<file path="config.mk">
export PLATFORM = sky130hd
export DESIGN_NAME = pdbs_coord
export DESIGN_NICKNAME = d
export VERILOG_FILES = /design/src/design/pdbs_pkg.sv /design/src/design/pdbs_coord.sv
export SDC_FILE = /design/constraint.sdc
export NUM_CORES = 1
export LEC_CHECK = 0
export BUFFER_PORTS_ARGS = -buffer_cell sky130_fd_sc_hd__buf_2
export CAP_MARGIN = 20
export CORE_UTILIZATION = 51
export DETAILED_ROUTE_END_ITERATION = 6
export PLACE_DENSITY = 0.95
export SETUP_SLACK_MARGIN = 0.1
export SYNTH_ARGS = -nofsm -noshare
export SYNTH_HDL_FRONTEND = slang
export SYNTH_SLANG_ARGS = --single-unit
</file>
<file path="constraint.sdc">
create_clock -name vclk -period 4.65
set_clock_uncertainty 0.05 [all_clocks]
set_input_delay 0 -clock vclk [all_inputs]
set_output_delay 0 -clock vclk [all_outputs]
set_load 0.01 [all_outputs]
</file>
<file path="src/design/pdbs_pkg.sv">
// ----------------------------------------------------------------------------
// pdbs_pkg
// Shared types and constants of the point depth buffer splatter.
// ----------------------------------------------------------------------------
package pdbs_pkg;

	localparam int SCREEN_WIDTH_DEF  = 120;
	localparam int SCREEN_HEIGHT_DEF = 100;
	localparam int DEPTH_SPAN_DEF    = 120;

	localparam int CRD_W = 10;

	localparam logic [15:0] X_OFFSET_RST = 16'd15360;
	localparam logic [15:0] Y_OFFSET_RST = 16'd15488;

	localparam logic OP_PLOT = 1'b0;
	localparam logic OP_READ = 1'b1;

	localparam logic CFG_X_OFFSET = 1'b0;
	localparam logic CFG_Y_OFFSET = 1'b1;

	typedef struct packed {
		logic              opcode;
		logic signed [15:0] x;
		logic signed [15:0] y;
		logic signed [15:0] z;
		logic [7:0]        red;
		logic [7:0]        green;
		logic [7:0]        blue;
		logic [6:0]        column;
		logic [6:0]        row;
	} pdbs_in_t;

	typedef struct packed {
		logic       covered;
		logic [7:0] shade_red;
		logic [7:0] shade_green;
		logic [7:0] shade_blue;
	} pdbs_out_t;

	typedef struct packed {
		logic             inb;
		logic [CRD_W-1:0] px;
		logic [CRD_W-1:0] py;
	} coord_t;

	typedef struct packed {
		logic        valid;
		logic [15:0] z;
		logic [7:0]  red;
		logic [7:0]  green;
		logic [7:0]  blue;
	} pix_t;

endpackage

</file>
<file path="src/design/pdbs_coord.sv">
// ----------------------------------------------------------------------------
// pdbs_coord
// Maps an incoming item to a screen position: offsets and rounds a plotted
// point, or takes the pixel address of a read, and checks the screen bounds.
// ----------------------------------------------------------------------------
module pdbs_coord import pdbs_pkg::*; #(
	parameter int SCREEN_WIDTH  = SCREEN_WIDTH_DEF,
	parameter int SCREEN_HEIGHT = SCREEN_HEIGHT_DEF
) (
	input  pdbs_in_t    item,
	input  logic [15:0] x_offset,
	input  logic [15:0] y_offset,
	output coord_t      coord
);

	localparam int CMP_W = CRD_W + 1;

	// Rounds half away from zero; the top bit tells whether the result is
	// not negative.
	function automatic logic [CRD_W:0] round_axis(input logic [15:0] v,
			input logic [15:0] off);
		logic [17:0] s;
		logic [17:0] mag;
		logic [17:0] r;
		s = {{2{v[15]}}, v} + {2'b00, off};
		mag = s[17] ? (18'd0 - s) : s;
		r = (mag + 18'd128) >> 8;
		return {(!s[17] || r == 18'd0), r[CRD_W-1:0]};
	endfunction

	logic [CRD_W:0]   rx;
	logic [CRD_W:0]   ry;
	logic [CRD_W-1:0] cx;
	logic [CRD_W-1:0] cy;
	logic             x_ok;
	logic             y_ok;

	always_comb begin
		rx = round_axis(item.x, x_offset);
		ry = round_axis(item.y, y_offset);
		if (item.opcode == OP_PLOT) begin
			cx = rx[CRD_W-1:0];
			cy = ry[CRD_W-1:0];
			x_ok = rx[CRD_W];
			y_ok = ry[CRD_W];
		end else begin
			cx = CRD_W'(item.column);
			cy = CRD_W'(item.row);
			x_ok = 1'b1;
			y_ok = 1'b1;
		end
		coord.px = cx;
		coord.py = cy;
		coord.inb = x_ok && y_ok
			&& (CMP_W'(cx) < CMP_W'(SCREEN_WIDTH))
			&& (CMP_W'(cy) < CMP_W'(SCREEN_HEIGHT));
	end

endmodule

</file>
Yosys cells after proc, flatten, opt, wreduce, memory -nomap -nowiden --
Cells that the tools add are included.
Operators by class: add/sub/neg operators 6, magnitude comparators 2, mux-type cells 6, reduce and logical (&&, ||, !) cells 9
Operators with widths (count):
- adder 16 x 17 -> 18 bit | 2
- adder 18 x 8 -> 18 bit, second input constant | 2
- zero test 18 bit | 2
- 2-to-1 mux 18 bit | 2
- subtractor 1 x 18 -> 18 bit, first input constant | 2
- < comparator 10 x 7 -> 1 bit, second input constant | 2
- 2-to-1 mux 10 bit | 2
- logical AND 1 bit | 3
- zero test 1 bit | 2
- logical OR 1 bit | 2
- 2-to-1 mux 1 bit | 2
Word-level totals: register bits after elaboration 0, bits of input ports 119, output and inout port bits 21, logic and storage cells 23

Longest topological paths before layout --
depth in word-level cells 10, mapped depth 19, depth with buffers taken out 19

Least setup slack after synthesis --
No wires, ideal clock.
path type in2out, start point in item[78] (netlist bit), end point out coord[20] (netlist bit), data arrival time 4.188 ns, data required time 4.600 ns, slack 0.412 ns, stages 18, buffers on the path 1, cells stage by stage ha_1 -> and3_1 -> and3_1 -> a211oi_2 -> o211a_1 -> xor2_1 -> clkbuf_1 -> nor2_1 -> xnor2_1 -> ha_1 -> inv_1 -> or4_1 -> a21o_1 -> a22oi_2 -> xnor2_1 -> mux2_2 -> a41o_1 -> nor4b_2
RTL lines:
- from (decl) | RTL line pdbs_coord.sv:10 | input pdbs_in_t item,
- to (decl) | RTL line pdbs_coord.sv:13 | output coord_t coord

==> results.md <==
- Outcome: finished, final reports clean
- Worst-Margin Slew: ~0.72 ns
- # fillers: around 530
- Part of the power in registers: 0%
- Internal: roughly 340 uW
- Die area: approximately 6600 um^2
- Tmin final: approximately 4.4 ns
- Element type at the critical path end: output port
- Final ANT Viol Nets: 0
- Die width: about 82 um
- Synth top area share: about 14%
- Area leader, netlist: ha_1
- Die H: about 80 um
- Initial antenna violation count: 0
- Worst hold endpoint: coord[12]
- Leak: roughly 1.8 nW
- CP Class: in2out
- Core Util, Final: roughly 65%
- FP Rows: 28
- Worst-path maximum fanout: 7
- Initial DRC Count: around 260
- Psw: between 400 and 500 uW
- Final GP Congestion: 0.940
- Via-per-instance ratio: between 6 and 7
- Syn Area/Cell: roughly 7.0 um^2
- Fmax: 226 MHz
- Commonest cells post-synth: 36 x a21oi_1, 36 x ha_1, 36 x nor2_1, 34 x nand2_1, 30 x o21ai_0
- Maximum vdd drop: approximately 0.12 mV
- Grt ovf: 0
- Area of the multi-input gates: approximately 3200 um^2
- Starting Density: 53.5%
- First-pass GRT wire length: roughly 15000 um
- Arr. time, crit path: around 4.4 ns
- Dpl cells: 625
- Beginning of the worst hold path: item[9]
- Layout Cells excl Fill: ~630
- HP Class: in2out
- Combinational Power Share: 100.0%
- Post-Syn Nets: about 620
- Hpwl dp: 7250 um
- Post-synthesis sequential area ratio: 0%
- Final Hold Viols: 0
- Count of input and output buffers: 100
- Layout cells sized above 1: approximately 28%
- Area after DPL: 3810 um^2
- Sw Share: 57.4%
- Setup violations, final: 0
- First-pass iteration count of the detailed router: 5
- Sequential cell area: 0 um^2
- Worst Hold Path Cells: 4
- CORE AREA: between 6000 and 7000 um^2
- Rel. slew slack: 51.7%
- Total number of vias: between 3k and 4k
- Area added between synthesis and finish: 22.1%
- Worst path required time: 4.60 ns
- Diode count: 0
- Synth area leaders: ha_1 14%, xnor2_1 7.6%, xor2_1 6.2%
- Largest net degree at the start of global routing: 33
- Ports: between 100 and 150
- Vias in the first global route: between 3k and 4k
- Number of clock buffers in the layout: 0
- Cts-stage hold buffer count: 0
- Nets: just over 700
- Synth Instances: between 400 and 500
- Post-route cell area: ~4000 um^2
- Critical Path Start Type: input pin
- Seq_cells: 0
- Post-Route WL: roughly 9000 um
- Max-slew violations: 0
- Clock power share: 0%
- RSZ-0062 raised after global routing: false
- Tot GR Track Use: a little over a quarter
- Mapped Area: about 3200 um^2
- YS warnings: 0
- Max-cap violations: 0
- Final period utilization: 95.1%
- Synth cell types: 74
- WL per Instance: roughly 14 um
- DRC viols: 0
- PwrDens: 202 nW/um^2
- Setup TNS Final: 0 ns
[final cells by class]
class / count / area share [%]
inverter: 20 / 1.91
timing repair buffer: 115 / 15.6
multi-input combinational: 422 / 80.1
tap: 75 / 2.38
[cells in the final DEF (no fill, tap or decap), types with 4 or more instances in the layout]
cell / Yosys / final
nand4_1: 7 / 7
o31ai_1: 6 / 5
nand3_1: 14 / 14
o211ai_1: 8 / 8
a41oi_1: 4 / 4
nor2_1: 36 / 35
nor3_1: 12 / 11
a211oi_2: 4 / 5
xor2_1: 23 / 22
nand2b_1: 5 / 5
ha_1: 36 / 34
a21o_1: 15 / 15
a21oi_1: 36 / 36
inv_1: 20 / 20
a211oi_1: 7 / 6
buf_4: 0 / 15
buf_2: 2 / 100
o21a_1: 8 / 8
nand2_1: 34 / 34
xnor2_1: 28 / 28
o21ai_0: 30 / 28
a31oi_1: 6 / 6
o22ai_1: 4 / 4
or2_2: 5 / 4
and3_1: 6 / 6
or3_1: 7 / 7
[timing repair]
action	CTS	global route
buffers inserted	0	7
endpoints found under the setup margin	1	1
pin swaps	0	7
resized for setup	2	16
[cell families after synthesis]
family                     share of synthesized area, %
AOI/OAI and AO/OA                                  37.5
and+or+nand+nor                                    26.5
xor gates and xnor gates                           14.4
adders and majority gates                          15.2
buffers and inverters                              4.50
muxes                                              1.98
[how the worst max path moves through the flow]
stage / slack, ns / startpoint / end
after floorplan: 0.41 / item[78] / coord[20]
after global placement: 0.18 / item[54] / coord[20]
after detailed placement: 0.04 / item[54] / coord[20]
after CTS: 0.13 / item[54] / coord[20]
after global routing: 0.05 / item[58] / coord[20]
final: 0.23 / item[78] / coord[20]
[critical path, stage by stage]
cell and delay [ns]:
buf_2 0.10, ha_1 0.36, and3_1 0.24, and3_1 0.23, a211oi_2 0.33, o211a_1 0.28, xor2_2 0.26, a21oi_1 0.11
xnor2_1 0.18, ha_2 0.24, inv_1 0.08, or4_1 0.53, a21o_1 0.22, a22oi_2 0.13, xnor2_1 0.12, mux2_2 0.31
a41o_1 0.24, nor4b_2 0.24, buf_2 0.17
[routing by layer]
| layer | routed length [um] | vias to the layer above | global-route usage [%] |
|---|---|---|---|
| li1 | - | 1960 | - |
| met1 | 3790 | 1859 | 29.0 |
| met2 | 4730 | 155 | 52.3 |
| met3 | 437 | 20 | 1.44 |
| met4 | 138 | 0 | 8.21 |
| met5 | 0 | - | 0 |
[power groups by stage]
stage                     Combinational [mW]  Clock, mW  Sequential (mW)
after global routing                   0.874          0                0
final                                  0.796          0                0
after global placement                 0.722          0                0
after floorplan                        0.552          0                0
after detailed placement               0.748          0                0
after CTS                              0.756          0                0
[stage by stage]
step                power [mW]  hold WS [ns]  setup WS (ns)
floorplan                0.552        0.0556          0.412
CTS                      0.756         0.245          0.134
global placement         0.722         0.239          0.183
detailed placement       0.748         0.244         0.0362
global route             0.874         0.272         0.0526
finish                   0.796         0.245          0.230
Power figures use the tool's default switching activity.
