==> config.mk <==
export PLATFORM = sky130hd
export DESIGN_NAME = pdbs_ram
export DESIGN_NICKNAME = d
export VERILOG_FILES = /design/src/design/pdbs_ram.sv
export SDC_FILE = /design/constraint.sdc
export NUM_CORES = 1
export LEC_CHECK = 0
export BUFFER_PORTS_ARGS = -buffer_cell sky130_fd_sc_hd__clkbuf_2
export CAP_MARGIN = 20
export CORE_MARGIN = 2
export CORE_UTILIZATION = 31
export CTS_CLUSTER_SIZE = 28
export DETAILED_ROUTE_END_ITERATION = 7
export PLACE_DENSITY_LB_ADDON = 0.05
export SYNTH_ARGS = -nofsm -noshare
export SYNTH_HDL_FRONTEND = slang
export SYNTH_SLANG_ARGS = --single-unit
==> constraint.sdc <==
create_clock -name clk -period 5.18 [get_ports clk]
set_input_delay 0.518 -clock clk [delete_from_list [all_inputs] [get_ports clk]]
set_output_delay 0.518 -clock clk [all_outputs]
set_load 0.005 [all_outputs]
==> src/design/pdbs_ram.sv <==
// ----------------------------------------------------------------------------
// pdbs_ram
// Generic single-clock RAM with one write port and one registered read port.
// ----------------------------------------------------------------------------
module pdbs_ram #(
	parameter int WIDTH = 8,
	parameter int DEPTH = 16,
	localparam int AW = (DEPTH > 1) ? $clog2(DEPTH) : 1
) (
	input  logic             clk,
	input  logic             we,
	input  logic [AW-1:0]    waddr,
	input  logic [WIDTH-1:0] wdata,
	input  logic             re,
	input  logic [AW-1:0]    raddr,
	output logic [WIDTH-1:0] rdata
);

	logic [WIDTH-1:0] mem [DEPTH];

	always_ff @(posedge clk) begin
		if (we) begin
			mem[waddr] <= wdata;
		end
		if (re) begin
			rdata <= mem[raddr];
		end
	end

endmodule

# After elaboration in Yosys (flattened, before gate mapping)
# Memories as Yosys holds them, arrays and structs flattened. A register that Yosys moved wholly into a read port is not among the register bits.
# Cells that the tools add are included.
# totals
reg_bits	0
ram_bits	128
out_inout_bits	8
wordCells	3
mem_count	1
# memory_table
name	words	word_bits	rd	rd_ports_with_merged_regs	wr	line	rtl
mem	16	8	1	1	1	19	logic [WIDTH-1:0] mem [DEPTH];
# classes
muxes	2
# ops
operator	count
1-bit two-way mux	2

# Longest topological paths before layout
# Gate-level depths: netlist (run 1).
# depth
word_depth	2
mapped_depth	5

# Least setup slack after synthesis (run 1)
# Ideal clock, no wire load.
# synth_timing
path_type	input-to-reg
from	input waddr[2]
to	memory mem[0][0] (enable)
setup_time_ns	0.383
arrival_ns	1.628
path_slack_ns	3.169
path_stages	2
path_cell_list	or3b_2 -> nor3_1
# synth_rtl
element	line	rtl
from (decl)	12	input logic [AW-1:0] waddr,
to (decl)	19	
# No word-level cell before the write port.

==> results.yml, run 1 <==
outcome:
  status: "completed"
setup_path:
  crit_fanout: 32
  timing.critical_path.buf_inv: 1
  cpPeakStageDelay_ns: 0.69
  reg2reg_setup_slack_ns: 3.63
  required_ns: 5.34
  cpMaxStageDelayCell: "clkbuf_2"
  startpoint_type: "input port"
  worst_ep_arrival_time_ns: 2.10
  crit_family: "buffers and inverters"
  crit_chain: "clkbuf_2 > mux4_2 > a22oi_1 > nand2_1"
  end_kind: "flop"
  criticalPathCategory: "in2reg"
finish:
  drive_above_1_share: 0.276
  fillers: 1498
  layout_commonest_cell: "edfxtp_1"
  seq_area_sq_um: 4080
  final_cell_mix: "136 x edfxtp_1, 26 x clkbuf_2, 18 x mux4_2"
  antenna_cells: 0
  multi_input_area_sq_um: 1060
  finalInstanceArea_sq_um: 6260
  syn_to_final_growth_pct: 19.8
  final_nets: 289
clock_tree:
  clock-root-buffer: "clkbuf_16"
  postCtsSetupBuffers: 0
  cts_max_path_buffers: 2
  clkSlewWorstSetupHoldPaths_ns: 0.06
  hold_buffers: 0
  cts_buffers: 17
  cts.sinks: 136
  cts_tree: "built"
  clkLatencyLatePin_ns: 0.42
  post_cts_resized: 0
  htreeDepth: 4
global_route:
  grt_pass1_vias: 2622
  overflow: 0
  grtUsageMet3: 0.0472
  gr-usage-all-layers: 0.140
  grt_start_max_net_pins: 33
  top_usage_layer: "met2"
  antenna_found_initial: 0
  grt_first_pass_wirelength_mm: 17.2
  grtUsageMet2: 0.209
  grtUsageMet1: 0.195
yosys:
  syn_area_sq_um: 5230
  ys_warn_count: 0
  synth.distinct_cells: 18
  synth-seq-cells: 136
  synth_nets: 248
  synth_area_per_cell_sq_um: 22.8
  synth_seq_area_share: 0.781
  synthCells: 229
pwr:
  p_int_uw: 2180
  seq_power_share: 0.462
  combPwrFrac: 0.041
  peakVddDrop_uv: 221
  swShare: 0.191
  p_sw_uw: 516
  p_leak_uw: 0.00206
  pwr-share-clk: 0.496
  powerDensity_nw_per_um2: 431
sta:
  worst_slew_pin_slew_ns: 0.990
  final_hold_viol_count: 0
  rsz0062_at_grt: "no"
  skew_ns: 0.0112
  finalCritPeriodShare: 0.375
  slew_headroom: 0.338
  setup_viol: 0
  fmax_mhz: 515
  setup_tns_ns: 0
  maxSlewViolCount: 0
  post-route-min-period_ns: 1.94
routing:
  vias: 2372
  dr.first_iter.drc_count: 197
  first_pass_iters: 4
  wl_per_cell_microns: 22.5
  wl_mm: 11.3
  viasPerCell: 4.72
  drc_errors: 0
  ant_nets: 0
floorplanning:
  die_w_microns: 134
  die_area_sq_um: 17900
  die_h_microns: 134
  core_sq_um: 16500
  start_util: 0.316
  ios: 27
  std_cell_rows: 47
placement:
  port_buffers: 26
  gp_routability_congestion: 0.657
  hpwl_mm: 7.24
  place_area_sq_um: 5580
job:
  cap_violations: 0
hold_path:
  hold_class: "in2reg"
cells by family after synthesis:
family          Yosys count  share of synthesized area
buf+inv                  10                     0.0165
compound gates           16                     0.0230
mux                      32                      0.148
flops                   136                      0.781
simple gates             35                     0.0314
worst register-to-register path: stages (launching register included):
cell,delay (ns)
edfxtp_1,0.37
mux4_1,0.49
a22oi_1,0.36
nand2_1,0.08
worst paths after layout:
kind	start	endpoint	cells past startpoint
max reg2reg	mem[10][2]$_DFFE_PP_	rdata[2]$_DFFE_PP_	3
min	wdata[0]	mem[1][0]$_DFFE_PP_	1
max	raddr[1]	rdata[7]$_DFFE_PP_	4
min reg2reg	mem[14][7]$_DFFE_PP_	rdata[7]$_DFFE_PP_	3
final cells by class:
class / instances / share of cell area
flip-flops and latches: 136 / 0.652
well taps: 220 / 0.0440
multi-input cells: 83 / 0.169
clock inverters: 14 / 0.0366
clock buffers: 18 / 0.0685
repair buffers: 32 / 0.0300
per-layer routing:
layer,wire length [microns],up-vias,part of all wire
li1,-,1066,-
met1,5480,1255,0.49
met2,5330,46,0.47
met3,400,5,0.035
met4,82,0,0.0073
met5,0,-,0
synth_stat cells:
library cell	instances	share of area
a22oi_1	16	0.023
buf_6	3	0.0065
buf_2	3	0.0029
mux4_1	14	0.070
nor3_1	4	0.0038
nand2b_1	2	0.0024
nand3_1	1	0.00096
clkdlybuf4s25_2	3	0.0057
and2_1	1	0.0012
mux4_2	18	0.078
nor2_1	13	0.0093
edfxtp_1	136	0.78
and2b_1	1	0.0014
buf_4	1	0.0014
nand2_1	9	0.0065
or3b_2	1	0.0017
nand3b_1	2	0.0029
nor2b_1	1	0.0012
stage by stage:
stage | worst slack, ns | hold WS, ns | util | instances | power (uW)
global route | 3.13 | 0.552 | 0.379 | 503 | 2790
floorplan | 3.17 | 0.617 | - | 229 | 1330
CTS | 2.81 | 0.524 | 0.378 | 502 | 2730
finish | 3.24 | 0.529 | 0.379 | 503 | 2700
detailed placement | 2.36 | 0.742 | 0.338 | 470 | 1380
global placement | 2.37 | 0.740 | 0.338 | 470 | 1380
registers in the layout, summed over array words and instances (netlist names):
| register | flops |
|---|---|
| mem | 128 |
| rdata | 8 |
power by group through the flow:
stage	Clock (uW)	Sequential, uW	Combinational (uW)
finish	1340	1250	112
global route	1410	1250	124
CTS	1370	1250	113
detailed placement	0	1270	113
global placement	0	1270	113
floorplan	0	1270	62.6
No activity file was read; power rests on OpenSTA's default activity.
==> run 2: changes to the inputs <==
- clock period: 5.18 -> 1.9 ns (I/O delays scaled with it)
==> run 2 against run 1 <==
Effect of this change: total power grew to 2.5 times the previous value; combinational power grew to 2.9 times the previous value; largest power group is now registers; highest routed layer unchanged; critical path depth shrank 1.
==> results.yml, run 2 (same netlist as run 1, synthesis figures left out) <==
finish:
  drive_above_1_share: 0.321
  top_regs: "mem (128), rdata (8)"
  final_nets: 311
  largest_reg_flops: 128
  fin_util: 0.384
  syn_to_final_growth_pct: 21.3
  finalInstanceArea_sq_um: 6340
  antenna_cells: 0
  final_cell_mix: "136 x edfxtp_1, 26 x clkbuf_2, 25 x buf_4"
  layout_commonest_cell: "edfxtp_1"
  regMostFlops: "mem"
sta:
  setup_tns_ns: 0
  rsz0062_at_grt: "no"
  finalCritPeriodShare: 0.845
  worst_slew_pin_slew_ns: 0.885
  slew_headroom: 0.408
  post-route-min-period_ns: 1.61
  maxSlewViolCount: 0
  skew_ns: 0.00575
  final_hold_viol_count: 0
  setup_viol: 0
  fmax_mhz: 623
clock_tree:
  post_cts_resized: 0
  cts.sinks: 136
  clkSlewWorstSetupHoldPaths_ns: 0.06
  hold_buffers: 0
  cts_max_path_buffers: 2
  cts_tree: "built"
  clkLatencyLatePin_ns: 0.42
  clock-root-buffer: "clkbuf_16"
  htreeDepth: 4
  postCtsSetupBuffers: 0
  cts_buffers: 17
pwr:
  peakVddDrop_uv: 637
  p_leak_uw: 0.00214
  powerDensity_nw_per_um2: 1070
  power_uw: 6770
floorplanning:
  die_w_microns: 134
  start_util: 0.316
  std_cell_rows: 47
  die_area_sq_um: 17900
  ios: 27
  core_sq_um: 16500
  die_h_microns: 134
setup_path:
  required_ns: 2.06
  end_kind: "flop"
  crit_chain: "mux4_1 > a22oi_1 > nand2_1"
  cpMaxStageDelayCell: "mux4_1"
  crit_family: "multiplexers"
  timing.critical_path.buf_inv: 0
  startpoint_type: "flop"
  crit_fanout: 1
  cpPeakStageDelay_ns: 0.52
  criticalPathCategory: "reg2reg"
  worst_ep_arrival_time_ns: 1.77
global_route:
  grt_first_pass_wirelength_mm: 17.6
  antenna_found_initial: 0
  overflow: 0
  gr-usage-all-layers: 0.144
  grt_pass1_vias: 2679
  grt_start_max_net_pins: 25
routing:
  drc_errors: 0
  dr.first_iter.drc_count: 209
  wl_per_cell_microns: 22.3
  viasPerCell: 4.68
  vias: 2455
  ant_nets: 0
  first_pass_iters: 5
  wl_mm: 11.7
placement:
  port_buffers: 26
  hpwl_mm: 7.61
  place_area_sq_um: 5790
  gp_routability_congestion: 0.720
hold_path:
  hold_class: "in2reg"
job:
  cap_violations: 0
outcome:
  status: "completed"
[run 2: layout make-up]
cell class / count / area [sq um]
Clock buffer: 19 / 433
Fill cell: 1469 / 10200
Tap cell: 220 / 275
Multi-Input combinational cell: 83 / 1060
Clock inverter: 13 / 111
Sequential cell: 136 / 4080
Timing Repair Buffer: 54 / 378
[run 2: worst paths after layout]
kind | startpoint | endpoint | slack [ns] | cells after the start
max reg2reg | mem[1][1]$_DFFE_PP_ | rdata[1]$_DFFE_PP_ | 0.29 | 3
max | mem[1][1]$_DFFE_PP_ | rdata[1]$_DFFE_PP_ | 0.29 | 3
min reg2reg | mem[12][7]$_DFFE_PP_ | rdata[7]$_DFFE_PP_ | 0.74 | 3
min | re | rdata[7]$_DFFE_PP_ | 0.19 | 1
[run 2: worst register-to-register path, cell delays in order, from the launching register on]
cell,delay (ns)
edfxtp_1,0.36
mux4_1,0.52
a22oi_1,0.38
nand2_1,0.10
[run 2: metrics by stage]
stage,std cells,hold WS [ns],worst slack [ns]
after global placement,493,0.595,0.0811
after CTS,525,0.196,0.292
final,525,0.185,0.294
after floorplan,229,0.289,0.217
after global routing,525,0.211,0.215
after detailed placement,493,0.592,0.0739
[run 2: per-layer routing]
| metal | wire, microns | vias up | share of wire | global-route usage |
|---|---|---|---|---|
| li1 | - | 1111 | - | - |
| met1 | 5540 | 1281 | 0.47 | 0.197 |
| met2 | 5550 | 49 | 0.47 | 0.217 |
| met3 | 433 | 14 | 0.037 | 0.0431 |
| met4 | 165 | 0 | 0.014 | 0.0532 |
| met5 | 0 | - | 0 | 0 |
[run 2: where the power goes]
group / internal, uW / switching (uW)
logic: 141 / 187
registers: 3380 / 16.7
clock network: 1890 / 1160
==> run 3: changes to the inputs <==
- clock period: 1.9 -> 1.47 ns (I/O delays scaled with it)
==> run 3 against run 2 <==
Effect of this change: routed wire length up 2.4%; hold slack worse by 0.014 ns; maximum frequency grew 11%; largest cell class unchanged; die area did not move; worst setup slack worse by 0.28 ns; utilization is 1.5 points higher; global-route usage increased by 0.11 points.
==> results.yml, run 3 (same netlist as run 1, synthesis figures left out) <==
sta:
  final_hold_viol_count: 0
  maxSlewViolCount: 0
  rsz0062_at_grt: "yes"
  post-route-min-period_ns: 1.45
  fmax_mhz: 689
  slew_headroom: 0.341
  finalCritPeriodShare: 0.988
  setup_viol: 0
  skew_ns: 0.00631
  worst_slew_pin_slew_ns: 0.987
global_route:
  gr-usage-all-layers: 0.145
  grt_start_max_net_pins: 22
  grt_pass1_vias: 2620
  grt_first_pass_wirelength_mm: 17.8
  overflow: 0
  antenna_found_initial: 0
routing:
  first_pass_iters: 6
  wl_per_cell_microns: 22.4
  wl_mm: 12.0
  vias: 2517
  drc_errors: 0
  ant_nets: 0
  viasPerCell: 4.72
  dr.first_iter.drc_count: 154
clock_tree:
  postCtsSetupBuffers: 0
  cts_tree: "built"
  hold_buffers: 0
  cts_buffers: 17
  clock-root-buffer: "clkbuf_16"
  clkLatencyLatePin_ns: 0.41
  clkSlewWorstSetupHoldPaths_ns: 0.06
  cts.sinks: 136
  htreeDepth: 4
  cts_max_path_buffers: 2
placement:
  dp_cells: 501
  gp_routability_congestion: 0.695
  hpwl_mm: 7.76
  port_buffers: 26
finish:
  syn_to_final_growth_pct: 25.9
  final_cells: 533
  drive_above_1_share: 0.412
  antenna_cells: 0
  fin_util: 0.398
  regMostFlops: "mem"
  top_regs: "mem (128), rdata (8)"
  layout_commonest_cell: "edfxtp_1"
  final_cell_mix: "136 x edfxtp_1, 30 x buf_4, 26 x clkbuf_2"
  largest_reg_flops: 128
  final_nets: 319
setup_path:
  reg2reg_setup_slack_ns: 0.02
  crit_path_end: "rdata[1]$_DFFE_PP_"
  startpoint: "mem[7][1]$_DFFE_PP_"
  end_kind: "flop"
  required_ns: 1.63
  worst_ep_arrival_time_ns: 1.61
  r2r.worst_path.cells: 3
  criticalPathCategory: "reg2reg"
  startpoint_type: "flop"
  crit_fanout: 1
  r2r_end: "rdata[1]$_DFFE_PP_"
  timing.rr.start: "mem[7][1]$_DFFE_PP_"
floorplanning:
  die_h_microns: 134
  ios: 27
  die_area_sq_um: 17900
  start_util: 0.316
  core_sq_um: 16500
  std_cell_rows: 47
  die_w_microns: 134
job:
  cap_violations: 0
pwr:
  power_uw: 9680
  powerDensity_nw_per_um2: 1470
  p_leak_uw: 0.00223
  peakVddDrop_uv: 732
hold_path:
  hold_class: "in2reg"
outcome:
  status: "completed"
[run 3: changes by cell type in the layout (fill, tap and decap cells not counted), sizes merged]
cell	delta
inv	+1
clkinv	-3
buf	+8
clkbuf	-2
bufinv	+4
[run 3: report_power, final]
group / internal, uW / switching, uW
Combinational: 212 / 264
Clock: 3190 / 1620
Sequential: 4370 / 22.1
[run 3: timing repair]
| action | CTS | global route |
|---|---|---|
| setup endpoints to repair | 5 | 8 |
| gates resized for setup | 7 | 8 |
| pin swaps | 3 | 4 |
| hold endpoints to repair | 0 | 0 |
[run 3: routing by layer]
metal | vias to the layer above | global-route usage | wire length (microns)
li1 | 1116 | - | -
met1 | 1325 | 0.211 | 5930
met2 | 63 | 0.213 | 5380
met3 | 13 | 0.0310 | 471
met5 | - | 0 | 0
met4 | 0 | 0.0567 | 182
[run 3: worst min path at each step]
stage / start / endpoint / slack (ns) / depth (start not counted)
global placement: rdata[6]$_DFFE_PP_ / rdata[6] / 0.55 / 1
detailed placement: rdata[1]$_DFFE_PP_ / rdata[1] / 0.56 / 1
finish: re / rdata[1]$_DFFE_PP_ / 0.17 / 1
global route: re / rdata[1]$_DFFE_PP_ / 0.19 / 1
CTS: wdata[6] / mem[4][6]$_DFFE_PP_ / 0.16 / 1
floorplan: wdata[0] / mem[0][0]$_DFFE_PP_ / 0.25 / 0
[run 3: area by class of cell]
type | instances | area (sq um)
clock buffer | 17 | 425
clock inverter | 15 | 250
fill | 1467 | 9940
multi-input combinational | 83 | 1070
sequential | 136 | 4080
tap | 220 | 275
timing repair buffer | 62 | 475
[run 3: per-stage QoR]
step	TNS (ns)	instance area (sq um)	hold slack [ns]	setup slack, ns
after global routing	-0.0404	6580	0.190	-0.0164
final	0	6580	0.172	0.0182
after detailed placement	-2.04	5900	0.559	-0.354
after CTS	0	6580	0.163	0.00442
after global placement	-2.00	5900	0.552	-0.357
after floorplan	0	5230	0.246	0.0406
[run 3: critical path: stages (launching register included)]
cell and delay (ns):
edfxtp_1 0.38, mux4_2 0.52, a22oi_2 0.21, nand2_1 0.09
