### src/design/pdbs_pkg.sv
// ----------------------------------------------------------------------------
// pdbs_pkg
// Shared types and constants of the point depth buffer splatter.
// ----------------------------------------------------------------------------
package pdbs_pkg;

	localparam int SCREEN_WIDTH_DEF  = 120;
	localparam int SCREEN_HEIGHT_DEF = 100;
	localparam int DEPTH_SPAN_DEF    = 120;

	localparam int CRD_W = 10;

	localparam logic [15:0] X_OFFSET_RST = 16'd15360;
	localparam logic [15:0] Y_OFFSET_RST = 16'd15488;

	localparam logic OP_PLOT = 1'b0;
	localparam logic OP_READ = 1'b1;

	localparam logic CFG_X_OFFSET = 1'b0;
	localparam logic CFG_Y_OFFSET = 1'b1;

	typedef struct packed {
		logic              opcode;
		logic signed [15:0] x;
		logic signed [15:0] y;
		logic signed [15:0] z;
		logic [7:0]        red;
		logic [7:0]        green;
		logic [7:0]        blue;
		logic [6:0]        column;
		logic [6:0]        row;
	} pdbs_in_t;

	typedef struct packed {
		logic       covered;
		logic [7:0] shade_red;
		logic [7:0] shade_green;
		logic [7:0] shade_blue;
	} pdbs_out_t;

	typedef struct packed {
		logic             inb;
		logic [CRD_W-1:0] px;
		logic [CRD_W-1:0] py;
	} coord_t;

	typedef struct packed {
		logic        valid;
		logic [15:0] z;
		logic [7:0]  red;
		logic [7:0]  green;
		logic [7:0]  blue;
	} pix_t;

endpackage

### src/design/pdbs_shade.sv
// ----------------------------------------------------------------------------
// pdbs_shade
// Scales one color channel by the normalized depth with round-half-up, as a
// short pipeline: product, reciprocal multiply, and a one-step correction.
// ----------------------------------------------------------------------------
module pdbs_shade import pdbs_pkg::*; #(
	parameter int DEPTH_SPAN = DEPTH_SPAN_DEF,
	localparam int DEN = DEPTH_SPAN * 256,
	localparam int N_W = $clog2(DEN + 1)
) (
	input  logic           clk,
	input  logic [7:0]     color,
	input  logic [N_W-1:0] depth_num,
	output logic [7:0]     shade
);

	localparam int P_W = N_W + 10;
	localparam int S_W = P_W - 9;
	localparam int Q_W = S_W + 17;
	localparam logic [16:0] RECIP = 17'((32'd1 << 16) / DEPTH_SPAN);

	logic [P_W-1:0] prod;
	logic [P_W-1:0] prod_s3;
	logic [S_W-1:0] pshift;
	logic [Q_W-1:0] qprod;
	logic [7:0]     q0_s4;
	logic [S_W-1:0] pshift_s4;
	logic [S_W-1:0] rem;

	assign prod = ((P_W'(color) * P_W'(depth_num)) << 1) + P_W'(DEN);
	assign pshift = prod_s3[P_W-1:9];
	assign qprod = Q_W'(pshift) * Q_W'(RECIP);

	always_ff @(posedge clk) begin
		prod_s3 <= prod;
		q0_s4 <= qprod[23:16];
		pshift_s4 <= pshift;
	end

	// The reciprocal estimate is low by at most one.
	assign rem = pshift_s4 - S_W'(q0_s4) * S_W'(DEPTH_SPAN);
	assign shade = (rem >= S_W'(DEPTH_SPAN)) ? (q0_s4 + 8'd1) : q0_s4;

endmodule

### config.mk
export PLATFORM = sky130hd
export DESIGN_NAME = pdbs_shade
export DESIGN_NICKNAME = d
export VERILOG_FILES = /design/src/design/pdbs_pkg.sv /design/src/design/pdbs_shade.sv
export SDC_FILE = /design/constraint.sdc
export NUM_CORES = 1
export LEC_CHECK = 0
export CORE_MARGIN = 4
export CORE_UTILIZATION = 45
export CTS_CLUSTER_DIAMETER = 120
export CTS_CLUSTER_SIZE = 16
export DETAILED_ROUTE_END_ITERATION = 10
export DONT_BUFFER_PORTS = 1
export GPL_TIMING_DRIVEN = 0
export SLEW_MARGIN = 20
export SYNTH_ARGS = -nofsm -noshare
export SYNTH_HDL_FRONTEND = slang
export SYNTH_SLANG_ARGS = --single-unit
export TNS_END_PERCENT = 20
### constraint.sdc
create_clock -name clk -period 4.83 [get_ports clk]
set_input_delay 0.2415 -clock clk [delete_from_list [all_inputs] [get_ports clk]]
set_output_delay 0.2415 -clock clk [all_outputs]
set_load 0.05 [all_outputs]
## After elaboration in Yosys (flattened, before gate mapping)

Index checks and enable logic that the tools add are counted.
W data, S select, Z words.

- Bits in registers: 49
- Output and inout port bits: 8

- Add/subtract/negate cells: 3
- Multiply operators: 3
- Order comparisons: 1
- Muxes and demuxes: 1

Operators with widths:

| operator | count |
|---|---|
| $add A24 B15 Y25 const B | 1 |
| $mul A16 B9 Y23 const B | 1 |
| $mul A8 B15 Y23 | 1 |
| $ge A16 B7 Y1 const B | 1 |
| $sub A16 B15 Y16 | 1 |
| $mul A8 B4 Y12 const B | 1 |
| $add A8 B1 Y8 const B | 1 |
| $mux W8 | 1 |

## Depth between registers and ports, before layout

Gate-level depths: netlist of the first run.

- Depth in word-level cells: 4
- Mapped depth: 24
- Depth with buffers taken out: 24

## Worst setup path after synthesis of the first run

OpenSTA, ideal clock, no wires.

- Kind: flip-flop to output port
- Start point: reg q0_s4[0]
- End point: out shade[1]
- Arrival: 5.745 ns
- Slack: -1.157 ns
- Cell stages (with the launch flop): 24
- Buffers on the path: 0
- Cells stage by stage: dfxtp_1 fa_1 inv_1 fa_1 inv_1 ha_1 a21o_1 a21oi_1 o21ai_0 a21oi_1 o21bai_1 a21oi_1 o21bai_1 a21oi_1 xor2_1 ha_1 xor2_1 nor2_1 a21oi_1 a311oi_1 o211ai_1 a2111oi_0 nand4_1 o21ai_0

- Cells in the longest elaborated chain, start to end: 4
- Elaborated cells between the ends (all ways): 5

Ends and longest elaborated chain:

| element | line | text |
|---|---|---|
| start: declaration | pdbs_shade.sv:26 | `logic [7:0] q0_s4;` |
| start signal: assignment | pdbs_shade.sv:36 | `q0_s4 <= qprod[23:16];` |
| $mul A8 B4 Y12 | pdbs_shade.sv:41 | `assign rem = pshift_s4 - S_W'(q0_s4) * S_W'(DEPTH_SPAN);` |
| $sub A16 B15 Y16 | pdbs_shade.sv:41 |  |
| $ge A16 B7 Y1 | pdbs_shade.sv:42 | `assign shade = (rem >= S_W'(DEPTH_SPAN)) ? (q0_s4 + 8'd1) : q0_s4;` |
| $mux W8 (*) | pdbs_shade.sv:42 |  |
| end: declaration | pdbs_shade.sv:14 | `output logic [7:0] shade` |

Mark *: on every way between the ends. The rest lies on a longest branch, timed or not.

## Worst setup path in the final report of the first run

- Start point: reg q0_s4[0]
- End point: out shade[5]

The elaborated chain is that of the path after synthesis.

==> flow_summary.yaml, run 1 <==
setup_path:
  r2r_cells: 15
  start_kind: "flop"
  rr_startpoint: "prod_s3[15]"
  crit_top_cell: "a21oi_2"
  cp-end-kind: "primary output"
  cp-endpoint: "shade[5]"
  path_max_fanout: 5
  worstSetupPathType: "flop to primary output"
  crit_arrival_ps: 5420
  crit_start: "q0_s4[0]"
  worst-path-buf-inv: 3
  reg2reg_to: "q0_s4[7]"
  critical_path.top_delay_family: "compound AO/OA/AOI/OAI gates"
  slowest_delay_ps: 550
  crit_required_ps: 4590
  cp_slowest_cell: "fa_1"
  reg2reg_slack_ps: 460
  cp_num_cells: 25
global_routing:
  grt_max_degree: 12
  grt_pass1_vias: 5530
  grt_pass1_wl_um: 25800
  grt_use_total: 0.169
  overflow: 0
  antenna_found_initial: 0
final_layout:
  antennaDiodeCount: 0
  stdcell_count: 1068
  drive_gt1_frac: 0.0810
  num-nets-final: 1096
  fin_util: 0.509
  final-seq-area_um2: 756
  n_fill_cell: 1560
  multiInputGateArea_mm2: 0.00616
  area.growth.synth_to_final_pct: 10.4
drt:
  wire_per_inst_um: 13.2
  first_pass_iters: 4
  routed_wl_um: 14100
  via_per_inst: 5.00
  drt_iter0_markers: 184
  num_vias: 5342
  drc: 0
  ant_nets: 0
floorplanning:
  core_area_mm2: 0.0160
  start_util: 0.461
  die_y_um: 136
  io-pin-count: 32
  die_area_mm2: 0.0185
  placementRows: 46
  die_x_um: 136
sta:
  setup_viol: 16
  hold_viol: 0
  drv_slew: 0
  period_needed_ps: 5660
  slew_headroom: 0.512
  timing.final.crit_share: 1.17
  skew_ps: 5.23
  rsz0062_at_grt: "yes"
  timing.final.ws_setup_ps: -829
  max_freq_mhz: 177
  tightest_slew_ps: 713
place:
  dpl.hpwl_um: 12000
  placedCellCount: 1047
  port_buffers: 0
  gp_congestion: 0.821
yosys:
  postSynthCellCount: 831
  yosysSeqAreaShare: 0.100
  synthTopCellsByArea: "fa_1 27%, ha_1 21%, dfxtp_1 10%, inv_1 8.4%, and2_1 7.9%"
  yosysUniqueCellTypes: 65
  synth_area_per_cell_um2: 8.88
  ys_seq_elements: 37
  syn_area_mm2: 0.00738
  yosysMostFrequentCell: "inv_1"
  synthArstFlopShare: 0
  yosysTopAreaCell: "fa_1"
  synth_nets: 1076
  synth_top_area_frac: 0.266
  synth_edf_count: 0
  yosys_warnings: 0
  synth_flop_cell: "dfxtp_1"
  netlist_top_cells_count: "166 x inv_1, 123 x ha_1, 98 x fa_1, 93 x and2_1, 55 x nand2_1"
cts:
  cts_tree: "done"
  cts.sinks: 37
  numCtsBuffers: 5
  clock_path_buffers: 2
  ctsHoldBuffers: 0
  clk_pin_slew_worst_paths_ps: 50
  htreeDepth: 2
  clk-insertion-delay-late_ps: 280
  cts-root-buf: "clkbuf_16"
worst_hold_path:
  holdCritPathClass: "flop to flop"
run_status:
  violations: "setup timing"
  outcome: "finished, violations left"
flow_run:
  drv_cap: 0
==> per-layer routing <==
layer  global-route usage  vias up  wire (um)
met4               0.0129        0         68
met5                    0        -          0
met1                0.247     2571       7190
met2                0.283       35       6620
li1                     -     2727          -
met3               0.0170        9        265
==> flip-flops by register name (all words and copies together) (netlist names) <==
signal     count
prod_s3       16
pshift_s4     13
q0_s4          8
==> worst min path at each step <==
stage	slack (ps)	cells past startpoint	start	endpoint
6_report	380	0	prod_s3[12]	pshift_s4[3]
5_1_grt	390	0	prod_s3[12]	pshift_s4[3]
4_1_cts	390	0	prod_s3[12]	pshift_s4[3]
3_5_place_dp	370	0	prod_s3[12]	pshift_s4[3]
3_3_place_gp	360	0	prod_s3[12]	pshift_s4[3]
2_1_floorplan	340	0	prod_s3[12]	pshift_s4[3]
==> repair_timing <==
action / in CTS / in global routing
endpoints found under the setup margin: 17 / 18
gates resized for setup: 22 / 6
setup buffers: 13 / 0
pin swaps: 18 / 18
==> layout by cell type (no fill, tap or decap), types with 4 or more instances in the layout <==
| cell type | instances |
|---|---|
| xnor2_4 | 4 |
| dfxtp_1 | 33 |
| nand2b_1 | 6 |
| nor2_1 | 27 |
| fa_1 | 98 |
| clkbuf_16 | 5 |
| a21oi_2 | 5 |
| nand2_1 | 54 |
| a31oi_1 | 5 |
| clkbuf_1 | 9 |
| xnor2_1 | 21 |
| buf_4 | 11 |
| o21bai_1 | 4 |
| and2_1 | 92 |
| nand3_1 | 10 |
| nor3_1 | 6 |
| clkbuf_2 | 4 |
| or2_2 | 4 |
| o211ai_1 | 4 |
| xor2_1 | 13 |
| a21oi_1 | 24 |
| ha_1 | 123 |
| nor2b_1 | 5 |
| dfxtp_4 | 4 |
| o21ai_0 | 20 |
| a21o_1 | 8 |
| inv_1 | 165 |
| or3_1 | 5 |
| o21ai_1 | 5 |
| nand4_1 | 9 |
==> metrics by stage <==
| step | hold slack, ps | setup TNS [ps] | worst slack [ps] | instance area (um2) |
|---|---|---|---|---|
| detailed placement | 370 | -16160 | -1350 | 7730 |
| global placement | 365 | -16280 | -1420 | 7730 |
| CTS | 387 | -8970 | -904 | 8110 |
| global route | 392 | -13610 | -1190 | 8150 |
| finish | 384 | -8140 | -829 | 8150 |
| floorplan | 337 | -4260 | -510 | 7460 |
==> final cells by class <==
type	instances	area share
multi-input combinational	615	0.756
sequential	37	0.0928
inverter	166	0.0765
tap	216	0.0332
clock buffer	7	0.0175
timing repair buffer	13	0.0140
buffer	13	0.00661
clock inverter	1	0.00369
==> kinds of logic after synthesis <==
family | count (synthesis) | share of synthesized area
multiplexers | 2 | 0.00288
buffers and inverters | 179 | 0.0911
XOR/XNOR | 42 | 0.0499
AND/OR/NAND/NOR | 239 | 0.177
flip-flops | 37 | 0.100
AO/OA/AOI/OAI | 110 | 0.103
adder cells (fa/ha/maj) | 222 | 0.476
Power of run 1 is not shown: default switching activity piles up to over one toggle a cycle in this logic, so the estimate is an artifact.
==> inputs of run 2 (changes only) <==
--- a/config.mk
+++ b/config.mk
@@ -5,13 +5,16 @@
 export SDC_FILE = /design/constraint.sdc
 export NUM_CORES = 1
 export LEC_CHECK = 0
+export CELL_PAD_IN_SITES_DETAIL_PLACEMENT = 1
+export CELL_PAD_IN_SITES_GLOBAL_PLACEMENT = 2
 export CORE_MARGIN = 4
-export CORE_UTILIZATION = 45
+export CORE_UTILIZATION = 38
 export CTS_CLUSTER_DIAMETER = 120
 export CTS_CLUSTER_SIZE = 16
 export DETAILED_ROUTE_END_ITERATION = 10
 export DONT_BUFFER_PORTS = 1
 export GPL_TIMING_DRIVEN = 0
+export PLACE_DENSITY_LB_ADDON = 0.1
 export SLEW_MARGIN = 20
 export SYNTH_ARGS = -nofsm -noshare
 export SYNTH_HDL_FRONTEND = slang
==> run 2 against run 1 <==
Compared with the run above: the run still ends with setup timing left; non-clock buffer count shrank 1; highest routed layer unchanged; core utilization shrank 7.2 points; register-to-register slack is essentially flat; flip-flop and latch count is the same; first-iteration DRC count shrank 61%; sequential share of layout area shrank 0.16 points; largest cell class unchanged; global-route usage shrank 0.11 points; cell area grew 1.4%; setup slack lost 220 ps; critical path depth grew 1.
==> flow_summary.yaml, run 2 (same netlist as run 1, synthesis figures left out) <==
global_routing:
  grt_pass1_vias: 6312
  grt_use_total: 0.168
  grt_max_degree: 13
  grt_pass1_wl_um: 30200
  antenna_found_initial: 0
  overflow: 0
sta:
  timing.hold.ws_ps: 375
  timing.final.ws_setup_ps: -1050
  rsz0062_at_grt: "yes"
  hold_viol: 0
  fin_tns_setup_ps: -9360
  period_needed_ps: 5880
  slew_headroom: 0.564
  timing.final.crit_share: 1.22
  drv_slew: 0
  tightest_slew_ps: 651
  setup_viol: 14
  max_freq_mhz: 170
  skew_ps: 6.23
cts:
  ctsHoldBuffers: 0
  numCtsBuffers: 5
  clk-insertion-delay-late_ps: 280
  clk_pin_slew_worst_paths_ps: 60
  cts_tree: "done"
  cts-root-buf: "clkbuf_16"
  clock_path_buffers: 2
  htreeDepth: 2
  cts.sinks: 37
floorplanning:
  die_y_um: 147
  die_area_mm2: 0.0217
  io-pin-count: 32
  die_x_um: 147
  core_area_mm2: 0.0189
  placementRows: 50
  start_util: 0.390
run_status:
  violations: "setup timing"
  outcome: "finished, violations left"
drt:
  num_vias: 5512
  drc: 0
  via_per_inst: 4.96
  ant_nets: 0
  drt_iter0_markers: 72
  routed_wl_um: 17400
  wire_per_inst_um: 15.7
  first_pass_iters: 4
setup_path:
  crit_arrival_ps: 5640
  r2r_cells: 15
  worstSetupPathType: "flop to primary output"
  cp-end-kind: "primary output"
  path_max_fanout: 6
  start_kind: "flop"
  crit_required_ps: 4590
  reg2reg_slack_ps: 460
place:
  placedCellCount: 1091
  post-place-ws_ps: -1440
  port_buffers: 0
  gp_congestion: 0.802
  dpl.hpwl_um: 15000
flow_run:
  drv_cap: 0
final_layout:
  largest_reg_flops: 16
  area.growth.synth_to_final_pct: 12.0
  top_register: "prod_s3"
  final_common_cell: "inv_1"
  stdcell_count: 1111
  most-common-layout-cells: "165 x inv_1, 121 x ha_1, 98 x fa_1, 92 x and2_1, 54 x nand2_1"
  antennaDiodeCount: 0
  drive_gt1_frac: 0.0928
  reg_top3: "prod_s3: 16 flops, pshift_s4: 13 flops, q0_s4: 8 flops"
  n_fill_cell: 2222
  num-nets-final: 1095
worst_hold_path:
  holdCritPathClass: "flop to flop"
  whs_path_depth: 0
run 2: changes by cell type in the layout (fill, tap and decap cells not counted), sizes merged:
cell / change
clkinv: +2
clkinvlp: +1
bufinv: -1
buf: +2
clkbuf: -5
run 2: area by class of cell:
| cell class | count | area [um2] | area share |
|---|---|---|---|
| Timing Repair Buffer | 12 | 97.6 | 0.0118 |
| Clock inverter | 3 | 17.5 | 0.00212 |
| Inverter | 166 | 623 | 0.0754 |
| Tap cell | 260 | 325 | 0.0394 |
| Buffer | 13 | 56.3 | 0.00682 |
| Sequential cell | 37 | 753 | 0.0912 |
| Clock buffer | 5 | 125 | 0.0151 |
| Multi-Input combinational cell | 615 | 6260 | 0.758 |
run 2: critical path, stage by stage, from the launching register on:
cell and delay (ps):
dfxtp_4 360, fa_1 560, inv_1 50, fa_1 530, inv_1 60, ha_1 280
a21o_1 180, a21oi_2 170, o21ai_2 100, a21oi_2 140, o21bai_1 120, a21oi_2 170
o21bai_1 90, a21oi_1 150, xor2_1 280, ha_1 310, xor2_1 150, nor2_1 140
a21oi_2 60, a311oi_2 190, o211ai_1 160, a2111oi_2 250, nand4_1 170, buf_6 170
buf_4 140, nand2_1 150, xnor2_4 230
run 2: worst paths after layout:
path | startpoint | to
setup / recovery | q0_s4[1] | shade[2]
hold / removal | prod_s3[12] | pshift_s4[3]
setup reg to reg | prod_s3[15] | q0_s4[7]
hold reg to reg | prod_s3[12] | pshift_s4[3]
run 2: what timing repair did:
item | 4_1_cts | 5_1_grt
pin swaps | 10 | 7
setup buffers | 11 | 1
endpoints found under the setup margin | 18 | 19
resized for setup | 28 | 23
cloned | 0 | 0
run 2: routing by layer:
layer	GRT usage	wire length [um]
met1	0.197	7440
met2	0.329	9420
met3	0.0154	330
met4	0.0349	233
met5	0	0
run 2: stage by stage:
stage	area, um2	util
CTS	8150	0.431
detailed placement	7790	0.412
global placement	7790	0.412
global route	8260	0.437
floorplan	7460	-
finish	8260	0.437
Power of run 2 is left out for the same reason.
